File: src/rtl/mcid_pkg.sv
// Package: shared constants for the multi-channel input debouncer.
`timescale 1ns / 1ps
package mcid_pkg;
	localparam int CHANNELS = 8;
	localparam int CH_W = 3;
	localparam int IDX_W = (CHANNELS > 1) ? $clog2(CHANNELS) : 1;
	localparam int TIME_W = 32;
	localparam int DELAY_W = 16;
	localparam int MASK_W = 8;
	localparam int ADDR_W = 3;
	localparam int DATA_W = 32;

	localparam logic [DELAY_W-1:0] DELAY_RESET = 16'd50;
	localparam logic [MASK_W-1:0] MASK_RESET = 8'd0;

	typedef enum logic {
		REG_HOLD_TICKS = 1'b0,
		REG_INVERT_MASK = 1'b1
	} reg_index_t;
endpackage

File: src/rtl/mcid_sample_if.sv
// Interfaces: sample and result channels of the debouncer.
`timescale 1ns / 1ps
interface mcid_sample_if;
	import mcid_pkg::*;
	logic valid;
	logic ready;
	logic [CH_W-1:0] channel;
	logic raw_level;
	logic [TIME_W-1:0] now_ms;
	modport source (output valid, output channel, output raw_level, output now_ms,
		input ready);
	modport sink (input valid, input channel, input raw_level, input now_ms,
		output ready);
endinterface

interface mcid_result_if;
	import mcid_pkg::*;
	logic valid;
	logic ready;
	logic [CH_W-1:0] out_channel;
	logic stable_level;
	logic changed;
	logic [TIME_W-1:0] change_interval;
	modport source (output valid, output out_channel, output stable_level,
		output changed, output change_interval, input ready);
	modport sink (input valid, input out_channel, input stable_level,
		input changed, input change_interval, output ready);
endinterface

File: src/rtl/multi_channel_input_debouncer.sv
// Top level: per-channel debouncer with change pulse and change interval.
// A sample passes through the input register and then the result register before its result is offered.
// Throughput: one item per cycle while results are accepted; each item is resolved by one state lookup and update.
// A stalled result holds the result register and one item in the input register.
// Reset (arst_n low, asynchronous) clears all channel state to zero, the hold delay to 50
// and invert_mask to zero.
`timescale 1ns / 1ps
module multi_channel_input_debouncer
	import mcid_pkg::*;
(
	input  logic clk,
	input  logic arst_n,
	mcid_sample_if.sink samples,
	mcid_result_if.source results,
	input  logic psel,
	input  logic penable,
	input  logic pwrite,
	input  logic [ADDR_W-1:0] paddr,
	input  logic [DATA_W-1:0] pwdata,
	output logic [DATA_W-1:0] prdata,
	output logic pready
);

	logic [DELAY_W-1:0] hold_ticks_q;
	logic [MASK_W-1:0] invert_mask_q;
	reg_index_t reg_sel;

	logic cand_level_q [CHANNELS];
	logic [TIME_W-1:0] cand_time_q [CHANNELS];
	logic stable_q [CHANNELS];
	logic [TIME_W-1:0] last_change_q [CHANNELS];

	logic valid_s1;
	logic [CH_W-1:0] channel_s1;
	logic raw_level_s1;
	logic [TIME_W-1:0] now_ms_s1;

	logic valid_s2;
	logic [CH_W-1:0] out_channel_s2;
	logic stable_level_s2;
	logic changed_s2;
	logic [TIME_W-1:0] change_interval_s2;

	logic advance;
	logic in_range;
	logic [IDX_W-1:0] idx;
	logic level;
	logic [TIME_W-1:0] held;
	logic restart;
	logic promote;
	logic next_stable;
	logic [TIME_W-1:0] interval;

	assign pready = 1'b1;
	assign reg_sel = reg_index_t'(paddr[2]);

	always_comb begin
		unique case (reg_sel)
			REG_HOLD_TICKS: prdata = DATA_W'(hold_ticks_q);
			REG_INVERT_MASK: prdata = DATA_W'(invert_mask_q);
			default: prdata = '0;
		endcase
	end

	always_ff @(posedge clk or negedge arst_n) begin
		if (!arst_n) begin
			hold_ticks_q <= DELAY_RESET;
			invert_mask_q <= MASK_RESET;
		end else if (psel && penable && pwrite && pready) begin
			unique case (reg_sel)
				REG_HOLD_TICKS: hold_ticks_q <= pwdata[DELAY_W-1:0];
				REG_INVERT_MASK: invert_mask_q <= pwdata[MASK_W-1:0];
				default: ;
			endcase
		end
	end

	// advance the input register into the result register
	assign advance = valid_s1 && (!valid_s2 || results.ready);
	assign samples.ready = !valid_s1 || advance;

	always_ff @(posedge clk or negedge arst_n) begin
		if (!arst_n) begin
			valid_s1 <= 1'b0;
		end else if (samples.ready) begin
			valid_s1 <= samples.valid;
		end
	end

	always_ff @(posedge clk) begin
		if (samples.ready && samples.valid) begin
			channel_s1 <= samples.channel;
			raw_level_s1 <= samples.raw_level;
			now_ms_s1 <= samples.now_ms;
		end
	end

	always_comb begin
		in_range = int'(channel_s1) < CHANNELS;
		idx = IDX_W'(channel_s1);
		level = raw_level_s1 ^ invert_mask_q[channel_s1];
		held = now_ms_s1 - cand_time_q[idx];
		restart = in_range && (level != cand_level_q[idx]);
		promote = in_range && !restart && (held > TIME_W'(hold_ticks_q))
			&& (level != stable_q[idx]);
		next_stable = promote ? level : stable_q[idx];
		interval = promote ? (now_ms_s1 - last_change_q[idx]) : '0;
	end

	always_ff @(posedge clk or negedge arst_n) begin
		if (!arst_n) begin
			for (int c = 0; c < CHANNELS; c++) begin
				cand_level_q[c] <= 1'b0;
				cand_time_q[c] <= '0;
				stable_q[c] <= 1'b0;
				last_change_q[c] <= '0;
			end
		end else if (advance) begin
			if (restart) begin
				cand_level_q[idx] <= level;
				cand_time_q[idx] <= now_ms_s1;
			end
			if (promote) begin
				stable_q[idx] <= level;
				last_change_q[idx] <= now_ms_s1;
			end
		end
	end

	always_ff @(posedge clk or negedge arst_n) begin
		if (!arst_n) begin
			valid_s2 <= 1'b0;
		end else if (!valid_s2 || results.ready) begin
			valid_s2 <= valid_s1;
		end
	end

	always_ff @(posedge clk) begin
		if (advance) begin
			out_channel_s2 <= channel_s1;
			stable_level_s2 <= in_range && next_stable;
			changed_s2 <= promote;
			change_interval_s2 <= interval;
		end
	end

	assign results.valid = valid_s2;
	assign results.out_channel = out_channel_s2;
	assign results.stable_level = stable_level_s2;
	assign results.changed = changed_s2;
	assign results.change_interval = change_interval_s2;

`ifndef NO_ASSERTIONS
	a_stall_blocks_input: assert property (@(posedge clk) disable iff (!arst_n)
		valid_s1 && valid_s2 && !results.ready |-> !samples.ready)
		else $error("input accepted while both stages stalled");

	a_interval_only_on_change: assert property (@(posedge clk) disable iff (!arst_n)
		valid_s2 && !changed_s2 |-> change_interval_s2 == '0)
		else $error("nonzero change interval without a change");

	a_change_committed: assert property (@(posedge clk) disable iff (!arst_n)
		valid_s2 && changed_s2 |-> stable_q[IDX_W'(out_channel_s2)] == stable_level_s2)
		else $error("reported change not held in channel state");
`endif

endmodule

File: src/flat_wrapper.sv
// flat-port wrapper written by rule: the top's interface ports become plain ports
module multi_channel_input_debouncer_flat import mcid_pkg::*;
  (clk, arst_n, psel, penable, pwrite, paddr, pwdata, prdata, pready, samples_valid, samples_channel, samples_raw_level, samples_now_ms, samples_ready, results_valid, results_out_channel, results_stable_level, results_changed, results_change_interval, results_ready);
  mcid_sample_if samples_i ();
  mcid_result_if results_i ();
  input  logic clk;
  input  logic arst_n;
  input  logic psel;
  input  logic penable;
  input  logic pwrite;
  input  logic [ADDR_W-1:0] paddr;
  input  logic [DATA_W-1:0] pwdata;
  output logic [DATA_W-1:0] prdata;
  output logic pready;
  input wire logic [$bits(samples_i.valid)-1:0] samples_valid;
  input wire logic [$bits(samples_i.channel)-1:0] samples_channel;
  input wire logic [$bits(samples_i.raw_level)-1:0] samples_raw_level;
  input wire logic [$bits(samples_i.now_ms)-1:0] samples_now_ms;
  output wire logic [$bits(samples_i.ready)-1:0] samples_ready;
  output wire logic [$bits(results_i.valid)-1:0] results_valid;
  output wire logic [$bits(results_i.out_channel)-1:0] results_out_channel;
  output wire logic [$bits(results_i.stable_level)-1:0] results_stable_level;
  output wire logic [$bits(results_i.changed)-1:0] results_changed;
  output wire logic [$bits(results_i.change_interval)-1:0] results_change_interval;
  input wire logic [$bits(results_i.ready)-1:0] results_ready;
  assign samples_i.valid = samples_valid;
  assign samples_i.channel = samples_channel;
  assign samples_i.raw_level = samples_raw_level;
  assign samples_i.now_ms = samples_now_ms;
  assign samples_ready = samples_i.ready;
  assign results_valid = results_i.valid;
  assign results_out_channel = results_i.out_channel;
  assign results_stable_level = results_i.stable_level;
  assign results_changed = results_i.changed;
  assign results_change_interval = results_i.change_interval;
  assign results_i.ready = results_ready;
  multi_channel_input_debouncer u_core (.clk(clk), .arst_n(arst_n), .samples(samples_i), .results(results_i), .psel(psel), .penable(penable), .pwrite(pwrite), .paddr(paddr), .pwdata(pwdata), .prdata(prdata), .pready(pready));
endmodule
File: config.mk
export PLATFORM = sky130hd
export DESIGN_NAME = multi_channel_input_debouncer_flat
export DESIGN_NICKNAME = d
export VERILOG_FILES = /design/src/rtl/mcid_pkg.sv /design/src/rtl/mcid_sample_if.sv /design/src/rtl/multi_channel_input_debouncer.sv /design/src/flat_wrapper.sv
export SDC_FILE = /design/constraint.sdc
export NUM_CORES = 1
export LEC_CHECK = 0
export BUFFER_PORTS_ARGS = -buffer_cell sky130_fd_sc_hd__buf_4
export CORE_MARGIN = 1.5
export CORE_UTILIZATION = 55
export CTS_CLUSTER_DIAMETER = 100
export CTS_CLUSTER_SIZE = 28
export DETAILED_ROUTE_END_ITERATION = 10
export PLACE_DENSITY = 0.75
export SETUP_SLACK_MARGIN = 0.02
export SYNTH_ARGS = -nofsm -noshare
export SYNTH_HDL_FRONTEND = slang
export SYNTH_SLANG_ARGS = --single-unit
File: constraint.sdc
create_clock -name clk -period 7.6 [get_ports clk]
set_clock_uncertainty 0.15 [all_clocks]
set_input_delay 0.76 -clock clk [delete_from_list [all_inputs] [get_ports clk]]
set_output_delay 0.76 -clock clk [all_outputs]
set_load 0.05 [all_outputs]
==> metrics <==
mean number of vias per cell=6.43; Min Clock Period, post-route=7.07 ns; highest cell delay on the worst timing path=0.56 ns; Synth top area share=44.5%; detailed-route wire length=between 80,000 and 90,000 µm; Yosys top cell by area=dfrtp_1; initial antenna violation count=0; number of diodes=0; CTS root buffer=clkbuf_16; via count of the routed design=20,400; R2R cell count=25; die height=240 µm; hold slack=0.153 ns; # rows=86; Pwr Density=359 nW/µm²; Hold Buf Count CTS=0; Synth Warn #=0; layout cells sized above 1=31.6%; CP max stage cell=edfxtp_1; Boundary Pins=150; pin count of the biggest net entering global routing=slightly below 200; CTS Buffer Depth=3; Synth area leaders=dfrtp_1 44%, mux2_4 12%, mux2_2 9.7%; design area=33,600 µm²; core box area=about 55,000 µm²; Die Width=~240 µm; Post-CTS Setup Bufs=0; clk slew on worst S/H paths=0.11 ns; Synth Flop Type=dfrtp_1; Critical R2R Capture=u_core.last_change_q[0]; Skew-Pair Late Insertion Delay=0.63 ns; number of fill cells=around 4,200; HPWL after DPL=about 52,000 µm; reg2reg setup slack=0.53 ns; gr usage total=approximately 29%; antenna viol nets, final=0; RSZ-0062 raised after global routing=no; first drt pass iteration count=7; CTS Buf Count=27; final setup vio count=0; relative slew slack=23.3%; hold crit path type=input pin to asynchronous set/reset pin; Final Wtd Congestion=0.972; Avg WL per Cell=25.9 µm; Setup TNS Final=0 ns; Final Hold Vio Count=0; synth unique cells=77; Starting Density=56.0%; # port buffers=114; Initial DRC Count=1,910; # resized after CTS=0; RR Startpoint=u_core.channel_s1[1]; MaxCap Viol Count=0; Arrival @ worst endpoint=7.42 ns; maximum vdd drop=177 µV; max-slew violation count=0; Critical path buffers and inverters=3; EDFF count, synth=73; Worst path depth=25; dpl cells=3,125; fmax=142 MHz; CTS tree=done; Tightest Pin Transition=1.15 ns; Worst setup EP type=register; Req. time, crit path=7.95 ns; area delta synth->final=8.34%; kind of critical path=register to register; grt ovf=0; Max Fanout on Critical Path=17; Seq/Total Area, Yosys=between 50% and 60%; # DRC=0; first-pass GRT wire length=approximately 130,000 µm; status=completed; mapped cell area=31,000 µm²; period utilisation layout=~93%; Layout Cells excl Fill=about 3,200; delay-heaviest family, CP=simple AND/OR/NAND/NOR gates; critical path launch point type=register; Post-DP Area=between 30,000 and 40,000 µm²; die area=approximately 58,000 µm²; clock sink count=627; vias in the first global route=roughly 21,000; htree depth=1; Post-synth ARST share=between 80% and 90%; leak pwr=14.5 nW; Final nets=2,566; Seq cells post-synth=roughly 630; Syn Inst Count=about 2,400; Avg Inst Size Synth=approximately 13 µm²
## layout by cell type (no fill, tap or decap), types with 6 or more instances in the layout
master,count
nor2_4,6
a21oi_1,62
nor3_4,8
nand3_1,13
o21bai_1,6
buf_12,23
nor4_1,10
o21ai_1,6
a22oi_1,265
o21a_1,15
nor2_1,71
nor3_1,17
nand2b_1,19
nand2_2,9
edfxtp_1,73
mux2_4,240
xor2_1,22
conb_1,17
and4_1,61
dfrtp_1,551
a31oi_1,7
buf_4,159
mux2_2,266
nand2_1,84
nor2b_1,10
mux2_1,24
nand4_1,18
a211oi_1,6
a21o_1,18
clkbuf_16,27
inv_1,35
ha_1,80
o21ai_0,66
xnor2_1,25
clkbuf_1,13
## cells in the mapped netlist (all sizes together), types with 3 or more instances
library cell	instances
dfrtp	551
a211oi	8
clkbuf	92
nand4b	3
o21ai	72
nor2	77
buf	86
and3	3
mux2	530
dfstp	3
xnor2	25
nand3	13
o31a	3
inv	35
nor2b	10
mux2i	3
and4	61
ha	80
nor3	27
o22ai	5
a21o	18
o211ai	5
nand2	93
a31o	3
and2	7
o21a	15
xor2	22
nand4	18
or3	4
nor4	10
a22oi	265
edfxtp	73
nand2b	19
or2	3
a21oi	63
o21bai	6
a31oi	7
## worst register-to-register path, cell delays in order, from the launching register on
cell	delay [ns]
edfxtp_1	0.56
nand2_1	0.23
nor2_4	0.37
buf_12	0.23
a22oi_1	0.11
and4_1	0.27
ha_1	0.47
nand2_1	0.11
or3_1	0.43
a31oi_1	0.19
o21ai_1	0.21
xnor2_1	0.38
ha_1	0.32
nand4_1	0.16
nor2_1	0.07
a221o_1	0.31
a211oi_1	0.33
o22ai_1	0.16
nor4_1	0.19
and4b_1	0.22
nand4_1	0.15
nor4b_4	0.35
buf_12	0.21
nor3_4	0.08
buf_4	0.30
mux2_1	0.37
## registers in the layout, summed over array words and instances, names as in the netlist, 3 cells and up
name / cells
u_core.last_change_q: 256
u_core.cand_level_q: 8
u_core.channel_s1: 3
u_core.cand_time_q: 256
u_core.stable_q: 8
u_core.invert_mask_q: 8
u_core.now_ms_s1: 32
u_core.hold_ticks_q: 16
u_core.results.out_channel: 3
u_core.results.change_interval: 32
## logic make-up after synthesis
logic type               after synthesis  share of synthesized area [%]
AO/OA/AOI/OAI                        499                           11.2
XOR/XNOR                              47                           1.33
adder cells (fa/ha/maj)               82                           3.36
buffers and inverters                213                           3.52
flip-flops                           627                           51.8
multiplexers                         533                           22.2
other                                  2                         0.0242
AND/OR/NAND/NOR                      354                           6.50
## routing by layer
| metal | share of wire, % | wire length [µm] | vias up | GRT usage [%] |
|---|---|---|---|---|
| li1 | - | - | 8838 | - |
| met1 | 44 | 35800 | 10700 | 39.9 |
| met2 | 48 | 39200 | 716 | 46.6 |
| met3 | 5.8 | 4750 | 160 | 3.09 |
| met4 | 2.9 | 2360 | 0 | 9.01 |
| met5 | 0 | 0 | - | 0 |
## layout make-up
class | instances | area [µm²] | area share (%)
Clock buffer | 41 | 738 | 2.20
Clock inverter | 5 | 61.3 | 0.182
Inverter | 35 | 131 | 0.391
Multi-Input combinational cell | 1532 | 14000 | 41.7
Sequential cell | 627 | 16100 | 47.8
Tap cell | 748 | 936 | 2.79
Timing Repair Buffer | 183 | 1670 | 4.97
## report_power, final
| group | switching (mW) | internal (mW) |
|---|---|---|
| Combinational | 2.28 | 2.37 |
| Clock | 1.07 | 0.695 |
| Sequential | 0.821 | 4.82 |
## worst max-delay path by stage
stage	start	endpoint	slack, ns
after floorplan	u_core.channel_s1[2]	u_core.last_change_q[100]	1.38
after global placement	u_core.channel_s1[1]	u_core.last_change_q[31]	0.73
after detailed placement	u_core.channel_s1[0]	u_core.last_change_q[31]	0.65
after CTS	u_core.channel_s1[1]	u_core.last_change_q[31]	0.62
after global routing	u_core.channel_s1[1]	u_core.last_change_q[0]	0.12
final	u_core.channel_s1[1]	u_core.last_change_q[0]	0.53
## metrics by stage
stage,utilization [%],worst slack (ns),power [mW]
after floorplan,-,1.38,8.97
after global placement,59.2,0.730,10.0
after detailed placement,59.2,0.653,10.3
after CTS,60.6,0.619,12.0
after global routing,60.6,0.122,12.7
final,60.6,0.533,12.1
Power figures use the tool's default switching activity.
